File: src/rtl/core/uvs_pkg.sv
// ----------------------------------------------------------------------------
// uvs_pkg
// Shared widths, pipeline depths, Horner constants and item types.
// ----------------------------------------------------------------------------
package uvs_pkg;

  localparam int unsigned FRAC_BITS     = 16;
  localparam int unsigned MAX_DIVISIONS = 255;

  localparam int unsigned CNT_W      = 8;
  localparam int unsigned RAD_W      = 16;
  localparam int unsigned IDX_IN_W   = 8;
  localparam int unsigned POS_W      = 17;
  localparam int unsigned VTX_W      = 17;
  localparam int unsigned DEN_W      = CNT_W + 1;
  localparam int unsigned PH_W       = 32;
  localparam int unsigned TRIG_W     = FRAC_BITS + 1;
  localparam int unsigned CFG_IDX_W  = 2;
  localparam int unsigned CFG_DATA_W = 16;

  localparam logic [RAD_W-1:0] RADIUS_RST = 16'd256;
  localparam logic [CNT_W-1:0] STACKS_RST = 8'd16;
  localparam logic [CNT_W-1:0] SLICES_RST = 8'd16;

  typedef enum logic [CFG_IDX_W-1:0] {
    CFG_RADIUS = 2'b00,
    CFG_STACKS = 2'b01,
    CFG_SLICES = 2'b10
  } cfg_reg_t;

  // Q2.30 trig arithmetic
  localparam logic [30:0] Q30_ONE     = 31'h4000_0000;
  localparam logic [30:0] HALF_PI_Q30 = 31'd1686629713;

  localparam int unsigned SIN_TERMS = 6;
  localparam int unsigned COS_TERMS = 7;

  // Horner divisors; x / d == (x * M) >> K exactly for any 32-bit x
  localparam int unsigned SIN_K [SIN_TERMS] = '{35, 37, 38, 39, 39, 40};
  localparam int unsigned COS_K [COS_TERMS] = '{33, 36, 37, 38, 39, 40, 40};

  localparam logic [32:0] SIN_M [SIN_TERMS] = '{
    33'(((64'd1 << 35) + 64'd5) / 64'd6),
    33'(((64'd1 << 37) + 64'd19) / 64'd20),
    33'(((64'd1 << 38) + 64'd41) / 64'd42),
    33'(((64'd1 << 39) + 64'd71) / 64'd72),
    33'(((64'd1 << 39) + 64'd109) / 64'd110),
    33'(((64'd1 << 40) + 64'd155) / 64'd156)
  };

  localparam logic [32:0] COS_M [COS_TERMS] = '{
    33'(((64'd1 << 33) + 64'd1) / 64'd2),
    33'(((64'd1 << 36) + 64'd11) / 64'd12),
    33'(((64'd1 << 37) + 64'd29) / 64'd30),
    33'(((64'd1 << 38) + 64'd55) / 64'd56),
    33'(((64'd1 << 39) + 64'd89) / 64'd90),
    33'(((64'd1 << 40) + 64'd131) / 64'd132),
    33'(((64'd1 << 40) + 64'd181) / 64'd182)
  };

  // pipeline depths
  localparam int unsigned DIV_BITS_PER_STAGE = 4;
  localparam int unsigned DIV_STAGES         = PH_W / DIV_BITS_PER_STAGE;
  localparam int unsigned HORNER_STAGES      = 2 * COS_TERMS;
  localparam int unsigned TRIG_STAGES        = 2 + HORNER_STAGES + 1;
  localparam int unsigned SCALE_STAGES       = 2;
  localparam int unsigned LAST_STAGE         = DIV_STAGES + TRIG_STAGES + SCALE_STAGES;

  typedef struct packed {
    logic             tri_valid;
    logic [VTX_W-1:0] index_a;
    logic [VTX_W-1:0] index_b;
    logic [VTX_W-1:0] index_c;
    logic [VTX_W-1:0] index_d;
    logic [VTX_W-1:0] index_e;
    logic [VTX_W-1:0] index_f;
  } idx_t;

  typedef struct packed {
    logic signed [POS_W-1:0] pos_x;
    logic signed [POS_W-1:0] pos_y;
    logic signed [POS_W-1:0] pos_z;
    idx_t                    idx;
  } out_item_t;

  typedef struct packed {
    logic [TRIG_W-1:0] sin_mag;
    logic              sin_neg;
    logic [TRIG_W-1:0] cos_mag;
    logic              cos_neg;
  } trig_t;

endpackage

File: src/rtl/core/uvs_div.sv
// ----------------------------------------------------------------------------
// uvs_div
// Pipelined restoring divider: phase = round(num * 2^32 / den), mod 2^32.
// ----------------------------------------------------------------------------
module uvs_div (
  input  logic                        clk,
  input  logic                        en,
  input  logic [uvs_pkg::CNT_W-1:0]   num,
  input  logic [uvs_pkg::DEN_W-1:0]   den,
  output logic [uvs_pkg::PH_W-1:0]    phase
);
  import uvs_pkg::*;

  logic [DEN_W-1:0] rem_r [DIV_STAGES];
  logic [DEN_W-1:0] den_r [DIV_STAGES];
  logic [CNT_W-1:0] h_r   [DIV_STAGES];
  logic [PH_W-1:0]  q_r   [DIV_STAGES];

  logic [DEN_W-1:0] rem_nxt [DIV_STAGES];
  logic [PH_W-1:0]  q_nxt   [DIV_STAGES];

  always_comb begin : div_steps
    logic [DEN_W-1:0] rem;
    logic [DEN_W-1:0] dv;
    logic [PH_W-1:0]  hx;
    logic [PH_W-1:0]  q;
    logic [DEN_W:0]   trial;
    for (int st = 0; st < DIV_STAGES; st++) begin
      if (st == 0) begin
        // num never exceeds den; num == den is a full turn and wraps to 0
        rem = (DEN_W'(num) == den) ? '0 : DEN_W'(num);
        dv  = den;
        hx  = PH_W'(den >> 1);
        q   = '0;
      end else begin
        rem = rem_r[st-1];
        dv  = den_r[st-1];
        hx  = PH_W'(h_r[st-1]);
        q   = q_r[st-1];
      end
      for (int u = 0; u < DIV_BITS_PER_STAGE; u++) begin
        trial = {rem, hx[PH_W-1-(st*DIV_BITS_PER_STAGE+u)]};
        if (trial >= {1'b0, dv}) begin
          rem = DEN_W'(trial - {1'b0, dv});
          q   = {q[PH_W-2:0], 1'b1};
        end else begin
          rem = trial[DEN_W-1:0];
          q   = {q[PH_W-2:0], 1'b0};
        end
      end
      rem_nxt[st] = rem;
      q_nxt[st]   = q;
    end
  end

  always_ff @(posedge clk) begin
    if (en) begin
      for (int st = 0; st < DIV_STAGES; st++) begin
        rem_r[st] <= rem_nxt[st];
        q_r[st]   <= q_nxt[st];
        den_r[st] <= (st == 0) ? den : den_r[(st == 0) ? 0 : st-1];
        h_r[st]   <= (st == 0) ? CNT_W'(den >> 1) : h_r[(st == 0) ? 0 : st-1];
      end
    end
  end

  assign phase = q_r[DIV_STAGES-1];

endmodule

File: config.mk
export PLATFORM = sky130hd
export DESIGN_NAME = uvs_div
export DESIGN_NICKNAME = d
export VERILOG_FILES = /design/src/rtl/core/uvs_pkg.sv /design/src/rtl/core/uvs_div.sv
export SDC_FILE = /design/constraint.sdc
export NUM_CORES = 1
export LEC_CHECK = 0
export BUFFER_PORTS_ARGS = -buffer_cell sky130_fd_sc_hd__buf_2
export CAP_MARGIN = 20
export CELL_PAD_IN_SITES_DETAIL_PLACEMENT = 1
export CELL_PAD_IN_SITES_GLOBAL_PLACEMENT = 1
export CORE_ASPECT_RATIO = 1.2
export CORE_MARGIN = 2
export CORE_UTILIZATION = 47
export CTS_CLUSTER_SIZE = 40
export DETAILED_ROUTE_END_ITERATION = 8
export PLACE_DENSITY = 0.88
export SLEW_MARGIN = 0
export SYNTH_ARGS = -nofsm -noshare
export SYNTH_HDL_FRONTEND = slang
export SYNTH_SLANG_ARGS = --single-unit
File: constraint.sdc
create_clock -name clk -period 12.4 [get_ports clk]
set_clock_uncertainty 0.05 [all_clocks]
set_input_delay 3.72 -clock clk [delete_from_list [all_inputs] [get_ports clk]]
set_output_delay 3.72 -clock clk [all_outputs]
set_load 0.005 [all_outputs]
==> impl_results.md <==
* Status: finished, final reports clean
* Final Setup Violations at 0
* Worst setup margin at 0.279 ns
* Skew-Pair Late Insertion Delay at 0.59 ns
* Fmax at 0.0825 GHz
* Area growth from synthesis to layout at 11.2%
* Worst hold path type: flop to flop
* IO Count at 51
* Initial core utilization at 47.6%
* Inserted Diodes at 0
* First-pass GRT wire length at 97800 um
* TritonRoute pass-1 iters at 6
* Clock transition at the registers of the reported paths at 0.06 ns
* CTS Buf Count at 29
* Sequential area share after synthesis at 36.2%
* Clock tree buffer depth at 3
* Area contributors post-synth: edfxtp_1 36%, ha_1 15%, mux2_2 5.4%, xnor2_1 4.8%, a21oi_1 4.3%
* RePlAce Congestion at 0.921
* DRT Wirelength at 60800 um
* Most frequent cells after synthesis: 270 x edfxtp_1, 269 x ha_1, 191 x a21oi_1, 175 x inv_1, 129 x nor2_1
* Die footprint at 49400 um^2
* Hpwl dp at 46800 um
* WP data arrival at 12.39 ns
* Ys flop type: edfxtp_1
* Largest net degree at the start of global routing at 120
* Clock root buffer: clkbuf_16
* Critical-path top delay cell: nor4_4
* Number of synthesized flops with an enable pin at 270
* Grt total ovfl at 0
* Max Slew Vio Count at 0
* Yosys top cell by area: edfxtp_1
* Post-synth cell types at 91
* Tmin final at 12.12 ns
* Clk sinks at 270
* Vias at 17500
* H-tree depth at 1
* Synth warn at 0
* GR Util All Layers at 24.3%
* Setup total negative slack at 0 ns
* Core area at 47000 um^2
* Yosys reg bits at 270
* Syn avg cell area at 10.2 um^2
* Async SR Flop Fraction at 0%
* CP Max Fanout at 8
* Type of the worst setup path: input pin to flop
* Post-synthesis cell area at 22400 um^2
* Crit path largest cell delay at 0.44 ns
* Final Hold Fails at 0
* Worst-margin pin slew at 1.06 ns
* Critical Path Source Type: input pin
* Vias in the first global route at 19200
* Synth Instances at 2188
* Initial antenna violation count at 0
* Iter 0 DRT Violations at 704
* Via density at 5.93
* Syn nets at 2489
* Avg WL per Cell at 20.6 um
* Total of max-cap violations at 0
* Final nets at 2605
* # rows at 87
* CTS Hold Buffers Added at 0
* Crit. End Element: flop
* Slew margin rel. at 29.3%
* Place WS at -0.515 ns
* I/O Buffers at 50
* Worst EP required at 12.67 ns
* Antenna Nets Post-Route at 0
* DRC at 0
* Yosys top cell area share at 36.2%
* Post-route clock period utilization at 97.8%
* Most frequent cell after synthesis: edfxtp_1
* Die height at 243 um
* Ratio of cells with drive above 1 in the final layout at 15.3%
* CTS tree: yes
* Die W at 203 um
* Most common cell on crit path: ha_1
[worst max-delay path: cells and delay by family]
| kind | cells | cell delay (ns) |
|---|---|---|
| buffers and inverters | 5 | 0.62 |
| multiplexers | 4 | 1.27 |
| AND/OR/NAND/NOR | 13 | 2.43 |
| XOR/XNOR | 1 | 0.22 |
| AO/OA/AOI/OAI | 15 | 2.91 |
| adder cells (fa/ha/maj) | 4 | 1.21 |
[registers in the layout (all words and copies together), names as in the netlist]
register and count:
q_r 144, rem_r 63, den_r 56, h_r 7
[cells in the final DEF, fill, tap and decap left out, types with 8 or more instances in the layout]
cell type | synthesis | final
edfxtp_1 | 270 | 270
ha_1 | 269 | 267
a21oi_1 | 191 | 187
inv_1 | 175 | 175
nor2_1 | 129 | 127
xnor2_1 | 124 | 123
a21o_1 | 107 | 107
mux2_2 | 107 | 107
o21ai_0 | 96 | 94
nand2_1 | 88 | 87
xor2_1 | 68 | 68
buf_4 | 4 | 68
o21bai_1 | 52 | 52
buf_2 | 14 | 49
nor2b_1 | 39 | 39
nand2b_1 | 34 | 34
nor3_1 | 31 | 31
mux2i_1 | 30 | 30
clkbuf_16 | 0 | 29
nand4_1 | 27 | 27
and3_1 | 24 | 22
and2_1 | 20 | 20
o21a_1 | 20 | 20
or2_2 | 17 | 17
o31ai_1 | 15 | 15
a211oi_1 | 15 | 15
nand3_1 | 14 | 14
mux2_4 | 14 | 14
a31oi_1 | 13 | 13
fa_1 | 13 | 13
a21oi_2 | 5 | 8
a211o_1 | 8 | 8
a21boi_0 | 8 | 8
or3_1 | 8 | 8
[what timing repair did]
action | in CTS | in global routing
hold endpoints to repair | 0 | 0
endpoints found under the setup margin | 0 | 10
gates resized for setup | 0 | 18
setup buffers | 0 | 3
[area by class of cell]
class | count | area (um^2)
Inverter | 184 | 698
Sequential cell | 270 | 8110
Tap cell | 623 | 779
Timing Repair Buffer | 119 | 791
Fill cell | 5238 | 22100
Clock inverter | 19 | 285
Multi-Input combinational cell | 1700 | 13500
Clock buffer | 34 | 744
[worst paths after layout]
path              depth (start not counted)        from  slack [ns]          end
setup / recovery                         42      den[0]        0.28  rem_r[0][7]
hold / removal                            0  q_r[1][64]        0.37  q_r[1][100]
setup reg to reg                         39   h_r[5][7]        0.76  rem_r[6][6]
hold reg to reg                           0  q_r[1][64]        0.37  q_r[1][100]
[stage by stage]
stage	hold slack [ns]	cell area, um^2	utilization, %	cells
after global routing	0.375	24900	53.0	2949
final	0.366	24900	53.0	2949
after global placement	0.351	23800	50.5	2892
after floorplan	0.350	22400	-	2188
after detailed placement	0.356	23800	50.5	2892
after CTS	0.370	24800	52.7	2945
[cells by family (layout without fill, tap and decap cells)]
logic type	after synthesis	after routing	share of synthesized area (%)
adders and majority gates	283	283	16.2
and+or+nand+nor	467	467	10.7
DFF	270	270	36.2
buffers and inverters	218	356	3.87
AOI/OAI and AO/OA	607	607	17.8
muxes	151	151	7.66
xor gates and xnor gates	192	192	7.51
[per-layer routing]
layer | share of wire [%] | track usage, % | up-vias
met3 | 3.0 | 2.39 | 183
met2 | 53 | 46.4 | 350
li1 | - | - | 8321
met1 | 39 | 26.7 | 8635
met4 | 4.6 | 11.0 | 0
met5 | 0 | 0 | -
Power is not shown: default switching activity piles up to over one toggle a cycle in this logic, so the estimate is an artifact.
