$ cat src/rtl/core/uvs_pkg.sv
// ----------------------------------------------------------------------------
// uvs_pkg
// Shared widths, pipeline depths, Horner constants and item types.
// ----------------------------------------------------------------------------
package uvs_pkg;

  localparam int unsigned FRAC_BITS     = 16;
  localparam int unsigned MAX_DIVISIONS = 255;

  localparam int unsigned CNT_W      = 8;
  localparam int unsigned RAD_W      = 16;
  localparam int unsigned IDX_IN_W   = 8;
  localparam int unsigned POS_W      = 17;
  localparam int unsigned VTX_W      = 17;
  localparam int unsigned DEN_W      = CNT_W + 1;
  localparam int unsigned PH_W       = 32;
  localparam int unsigned TRIG_W     = FRAC_BITS + 1;
  localparam int unsigned CFG_IDX_W  = 2;
  localparam int unsigned CFG_DATA_W = 16;

  localparam logic [RAD_W-1:0] RADIUS_RST = 16'd256;
  localparam logic [CNT_W-1:0] STACKS_RST = 8'd16;
  localparam logic [CNT_W-1:0] SLICES_RST = 8'd16;

  typedef enum logic [CFG_IDX_W-1:0] {
    CFG_RADIUS = 2'b00,
    CFG_STACKS = 2'b01,
    CFG_SLICES = 2'b10
  } cfg_reg_t;

  // Q2.30 trig arithmetic
  localparam logic [30:0] Q30_ONE     = 31'h4000_0000;
  localparam logic [30:0] HALF_PI_Q30 = 31'd1686629713;

  localparam int unsigned SIN_TERMS = 6;
  localparam int unsigned COS_TERMS = 7;

  // Horner divisors; x / d == (x * M) >> K exactly for any 32-bit x
  localparam int unsigned SIN_K [SIN_TERMS] = '{35, 37, 38, 39, 39, 40};
  localparam int unsigned COS_K [COS_TERMS] = '{33, 36, 37, 38, 39, 40, 40};

  localparam logic [32:0] SIN_M [SIN_TERMS] = '{
    33'(((64'd1 << 35) + 64'd5) / 64'd6),
    33'(((64'd1 << 37) + 64'd19) / 64'd20),
    33'(((64'd1 << 38) + 64'd41) / 64'd42),
    33'(((64'd1 << 39) + 64'd71) / 64'd72),
    33'(((64'd1 << 39) + 64'd109) / 64'd110),
    33'(((64'd1 << 40) + 64'd155) / 64'd156)
  };

  localparam logic [32:0] COS_M [COS_TERMS] = '{
    33'(((64'd1 << 33) + 64'd1) / 64'd2),
    33'(((64'd1 << 36) + 64'd11) / 64'd12),
    33'(((64'd1 << 37) + 64'd29) / 64'd30),
    33'(((64'd1 << 38) + 64'd55) / 64'd56),
    33'(((64'd1 << 39) + 64'd89) / 64'd90),
    33'(((64'd1 << 40) + 64'd131) / 64'd132),
    33'(((64'd1 << 40) + 64'd181) / 64'd182)
  };

  // pipeline depths
  localparam int unsigned DIV_BITS_PER_STAGE = 4;
  localparam int unsigned DIV_STAGES         = PH_W / DIV_BITS_PER_STAGE;
  localparam int unsigned HORNER_STAGES      = 2 * COS_TERMS;
  localparam int unsigned TRIG_STAGES        = 2 + HORNER_STAGES + 1;
  localparam int unsigned SCALE_STAGES       = 2;
  localparam int unsigned LAST_STAGE         = DIV_STAGES + TRIG_STAGES + SCALE_STAGES;

  typedef struct packed {
    logic             tri_valid;
    logic [VTX_W-1:0] index_a;
    logic [VTX_W-1:0] index_b;
    logic [VTX_W-1:0] index_c;
    logic [VTX_W-1:0] index_d;
    logic [VTX_W-1:0] index_e;
    logic [VTX_W-1:0] index_f;
  } idx_t;

  typedef struct packed {
    logic signed [POS_W-1:0] pos_x;
    logic signed [POS_W-1:0] pos_y;
    logic signed [POS_W-1:0] pos_z;
    idx_t                    idx;
  } out_item_t;

  typedef struct packed {
    logic [TRIG_W-1:0] sin_mag;
    logic              sin_neg;
    logic [TRIG_W-1:0] cos_mag;
    logic              cos_neg;
  } trig_t;

endpackage

$ cat src/rtl/core/uvs_scale.sv
// ----------------------------------------------------------------------------
// uvs_scale
// Scales the trig products by the radius, rounds, and applies signs.
// ----------------------------------------------------------------------------
module uvs_scale (
  input  logic                              clk,
  input  logic                              en,
  input  logic [uvs_pkg::RAD_W-1:0]         radius,
  input  uvs_pkg::trig_t                    phi,
  input  uvs_pkg::trig_t                    theta,
  output logic signed [uvs_pkg::POS_W-1:0]  pos_x,
  output logic signed [uvs_pkg::POS_W-1:0]  pos_y,
  output logic signed [uvs_pkg::POS_W-1:0]  pos_z
);
  import uvs_pkg::*;

  localparam int unsigned P1_W = RAD_W + TRIG_W;
  localparam int unsigned P2_W = P1_W + TRIG_W;
  localparam int unsigned XZ_SHIFT = 2 * FRAC_BITS;

  logic [P1_W-1:0]   px_r, py_r, pz_r;
  logic [TRIG_W-1:0] sp_r;
  logic              xneg_r, yneg_r, zneg_r;

  always_ff @(posedge clk) begin
    if (en) begin
      px_r   <= P1_W'(radius) * P1_W'(theta.cos_mag);
      pz_r   <= P1_W'(radius) * P1_W'(theta.sin_mag);
      py_r   <= P1_W'(radius) * P1_W'(phi.cos_mag);
      sp_r   <= phi.sin_mag;
      xneg_r <= theta.cos_neg ^ phi.sin_neg;
      zneg_r <= theta.sin_neg ^ phi.sin_neg;
      yneg_r <= phi.cos_neg;
    end
  end

  logic [P2_W-1:0]  xs, zs;
  logic [P1_W:0]    ys;
  logic [POS_W-1:0] xm, ym, zm;

  // round half up on magnitudes
  assign xs = P2_W'(px_r) * P2_W'(sp_r) + (P2_W'(1) << (XZ_SHIFT - 1));
  assign zs = P2_W'(pz_r) * P2_W'(sp_r) + (P2_W'(1) << (XZ_SHIFT - 1));
  assign ys = (P1_W+1)'(py_r) + ((P1_W+1)'(1) << (FRAC_BITS - 1));
  assign xm = xs[XZ_SHIFT +: POS_W];
  assign zm = zs[XZ_SHIFT +: POS_W];
  assign ym = ys[FRAC_BITS +: POS_W];

  always_ff @(posedge clk) begin
    if (en) begin
      pos_x <= $signed(xneg_r ? (POS_W'(0) - xm) : xm);
      pos_y <= $signed(yneg_r ? (POS_W'(0) - ym) : ym);
      pos_z <= $signed(zneg_r ? (POS_W'(0) - zm) : zm);
    end
  end

endmodule

$ cat config.mk
export PLATFORM = sky130hd
export DESIGN_NAME = uvs_scale
export DESIGN_NICKNAME = d
export VERILOG_FILES = /design/src/rtl/core/uvs_pkg.sv /design/src/rtl/core/uvs_scale.sv
export SDC_FILE = /design/constraint.sdc
export NUM_CORES = 2
export LEC_CHECK = 0
export BUFFER_PORTS_ARGS = -buffer_cell sky130_fd_sc_hd__clkbuf_2
export CELL_PAD_IN_SITES_DETAIL_PLACEMENT = 1
export CELL_PAD_IN_SITES_GLOBAL_PLACEMENT = 1
export CORE_ASPECT_RATIO = 0.7
export CORE_MARGIN = 1
export CORE_UTILIZATION = 30
export CTS_BUF_LIST = sky130_fd_sc_hd__clkbuf_4
export CTS_CLUSTER_DIAMETER = 50
export DETAILED_ROUTE_END_ITERATION = 10
export MAX_ROUTING_LAYER = met4
export PLACE_DENSITY_LB_ADDON = 0.1
export SYNTH_ARGS = -nofsm -noshare
export SYNTH_HDL_FRONTEND = slang
export SYNTH_SLANG_ARGS = --single-unit
$ cat constraint.sdc
create_clock -name clk -period 7.2 [get_ports clk]
set_clock_uncertainty 0.15 [all_clocks]
set_input_delay 0.36 -clock clk [delete_from_list [all_inputs] [get_ports clk]]
set_output_delay 0.36 -clock clk [all_outputs]
set_load 0.05 [all_outputs]
==> results_dict.tcl <==
set metrics [dict create \
    critical_path.endpoint "pos_x[13]" \
    ff2ff_path_depth 27 \
    die-area_mm2 0.2233 \
    rr_startpoint "sp_r[7]" \
    synthMuxAreaShare_pct 0.09418 \
    synth_top_area_share_pct 46.62 \
    synth-compound-area-share_pct 3.967 \
    critPathTopFamily "adder cells" \
    syn_area_mm2 0.06643 \
    finalWorstSetupSlack_ps -389.3 \
    multi_input_area_mm2 0.05514 \
    cts_sinks 155 \
    synth_top_cell_by_area "fa_1" \
    final.period_utilization_pct 105.4 \
    initial_core_util_pct 30.20 \
    routedWlPerCell_um 19.88 \
    layout.nets 10129 \
    portBuffers 140 \
    end_kind "flop" \
    grt_pass1_wl_mm 338.6 \
    synth_edf_count 155 \
    grt_pass1_vias 55274 \
    hp-class "primary input to flop" \
    grt_max_degree 66 \
    die_h_um 395.7 \
    synthCells 7279 \
    synthArstFlopShare_pct 0 \
    yosysSeqAreaShare_pct 7.007 \
    fin_area_mm2 0.07852 \
    drive_gt1_share_pct 14.73 \
    fin_setup_tns_ps -4334 \
    clk_path_buf_depth 2 \
    relSlewSlack_pct 31.83 \
    finalSetupViolations 19 \
    rsz0062_at_grt "true" \
    nFillCells 25353 \
    final_hold_viol_count 0 \
    overflow 0 \
    fmax_mhz 131.8 \
    dr.pass1.iters 5 \
    syn_nets 9524 \
    path_max_fanout 8 \
    violations "setup timing" \
    num_vias 49090 \
    timing_worst_setup_path_type "flop to flop" \
    final-seq-area_mm2 0.004654 \
    numCtsBuffers 17 \
    synthFlopType "edfxtp_1" \
    dp_hpwl_mm 182.1 \
    ys_ff_latch 155 \
    routed_wl_mm 215.4 \
    cpMostUsedCell "fa_1" \
    yosysWarningCount 0 \
    slowest_delay_ps 540 \
    worstMarginPinSlew_ps 1023 \
    cpMaxStageDelayCell "fa_1" \
    die_w_um 564.4 \
    cts.htree.levels 4 \
    cts_root_buffer "clkbuf_4" \
    min_period_ps 7589 \
    clock_latency_ps 960 \
    placed_area_mm2 0.07560 \
    timing.critical_path.from "sp_r[7]" \
    cp_data_arrival_time_ps 8140 \
    yosys-top-cells-area "fa_1 47%, ha_1 11%, inv_1 9.9%" \
    pin_count 141 \
    synth.avg_cell_area_um2 9.126 \
    cp.depth 27 \
    drt_iter0_drc 2327 \
    hold_slack_ps 165.1 \
    cp_num_buf_inv 8 \
    r2r-end "pos_x[13]" \
    ant_nets 0 \
    gp_congestion 0.8372 \
    drc 0 \
    cts.clk_slew.worst_paths_ps 180 \
    worstSetupStartpointType "flop" \
    synthSimpleGateAreaFrac_pct 16.71 \
    rows 144 \
    core_area_mm2 0.2200 \
    areaGrowthSynthToFinish_pct 18.21 \
    viasPerCell 4.529 \
    status "finished with violations" \
    synth_top_family_by_area "adder cells" \
    synth_cell_types 77 \
    maxSlewViolCount 0 \
    antenna_found_initial 19 \
    synthAdderAreaFrac_pct 58.07 \
    cts_tree "done" \
    r2r_setup_slack_ps -390 \
    required_ps 7750 \
    maxCapViolCount 0 \
    synth_xor_xnor_area_share_pct 2.347 \
    grt_use_total_pct 20.40 \
    post-place-ws_ps -1002 \
]
## flip-flops by register name, indices dropped and copies added, names as in the netlist
| signal | count |
|---|---|
| px_r | 33 |
| pz_r | 33 |
| py_r | 18 |
| pos_x | 17 |
| pos_y | 17 |
| pos_z | 17 |
| sp_r | 17 |
| xneg_r | 1 |
| yneg_r | 1 |
| zneg_r | 1 |
## final cells by class
| cell class | count | share of cell area [%] |
|---|---|---|
| sequential | 155 | 5.928 |
| clock inverter | 13 | 0.1705 |
| multi-input combinational | 5036 | 70.22 |
| tap | 2920 | 4.653 |
| timing repair buffer | 923 | 10.41 |
| antenna | 21 | 0.06692 |
| clock buffer | 19 | 0.1817 |
| inverter | 1751 | 8.370 |
## cell usage after synthesis, types with 11 or more instances
| cell | n |
|---|---|
| a21o_1 | 39 |
| a21oi_1 | 129 |
| a31oi_1 | 11 |
| and2_1 | 809 |
| and3_1 | 22 |
| clkbuf_1 | 335 |
| edfxtp_1 | 155 |
| fa_1 | 1547 |
| ha_1 | 608 |
| inv_1 | 1751 |
| nand2_1 | 1205 |
| nand2b_1 | 19 |
| nand3_1 | 47 |
| nand4_1 | 19 |
| nor2_1 | 88 |
| nor2b_1 | 14 |
| nor3_1 | 27 |
| o211ai_1 | 11 |
| o21a_1 | 28 |
| o21ai_0 | 72 |
| o21bai_1 | 25 |
| o31ai_1 | 12 |
| xnor2_1 | 123 |
| xor2_1 | 55 |
## what timing repair did
action,4_1_cts,5_1_grt
hold endpoints to repair,58,0
cloned,7,6
pin swaps,101,131
resized for setup,196,119
setup endpoints to repair,24,29
setup buffers,31,28
hold buffers,46,0
## worst min path at each step
| stage | start | to | slack (ps) | depth (start not counted) |
|---|---|---|---|---|
| floorplan | phi[19] | sp_r[0] | 310 | 0 |
| global placement | phi[35] | sp_r[16] | 390 | 1 |
| CTS | phi[18] | zneg_r | 1 | 3 |
| global route | phi[18] | zneg_r | 60 | 3 |
| finish | theta[21] | pz_r[2] | 170 | 5 |
| detailed placement | phi[29] | sp_r[10] | 390 | 1 |
## cell usage in the layout (no fill, tap or decap), drive strengths merged, types with 46 or more instances in the layout
master | synthesis | final
inv | 1751 | 1757
o21ai | 81 | 81
xor2 | 55 | 55
dlygate4sd3 | 0 | 46
nor2 | 88 | 88
and2 | 809 | 809
nand2 | 1205 | 1205
buf | 2 | 730
nand3 | 47 | 47
clkbuf | 335 | 165
a21oi | 129 | 129
ha | 608 | 608
edfxtp | 155 | 155
fa | 1547 | 1547
xnor2 | 123 | 123
## metal layers
metal / part of all wire [%] / GRT usage [%] / vias to the layer above
met4: 0.85 / 2.451 / 0
met2: 39 / 27.29 / 615
met3: 4.3 / 2.730 / 81
li1: - / - / 22565
met5: 0 / - / -
met1: 56 / 32.69 / 25829
## stage by stage
step	utilization (%)	cells
2_1_floorplan	-	7279
3_3_place_gp	34.37	10671
3_5_place_dp	34.37	10671
4_1_cts	35.30	10786
5_1_grt	35.69	10837
6_report	35.69	10838
## worst min-delay path: stages
cell and delay (ps):
clkbuf_2 90, buf_4 240, and2_1 170, ha_1 140, ha_1 150
## cell families after synthesis
logic type	Yosys count
buf+inv	2088
mux	6
fa+ha+maj	2155
compound gates	402
simple gates	2295
flops	155
xor+xnor	178
Power is not shown: default switching activity piles up to over one toggle a cycle in this logic, so the estimate is an artifact.
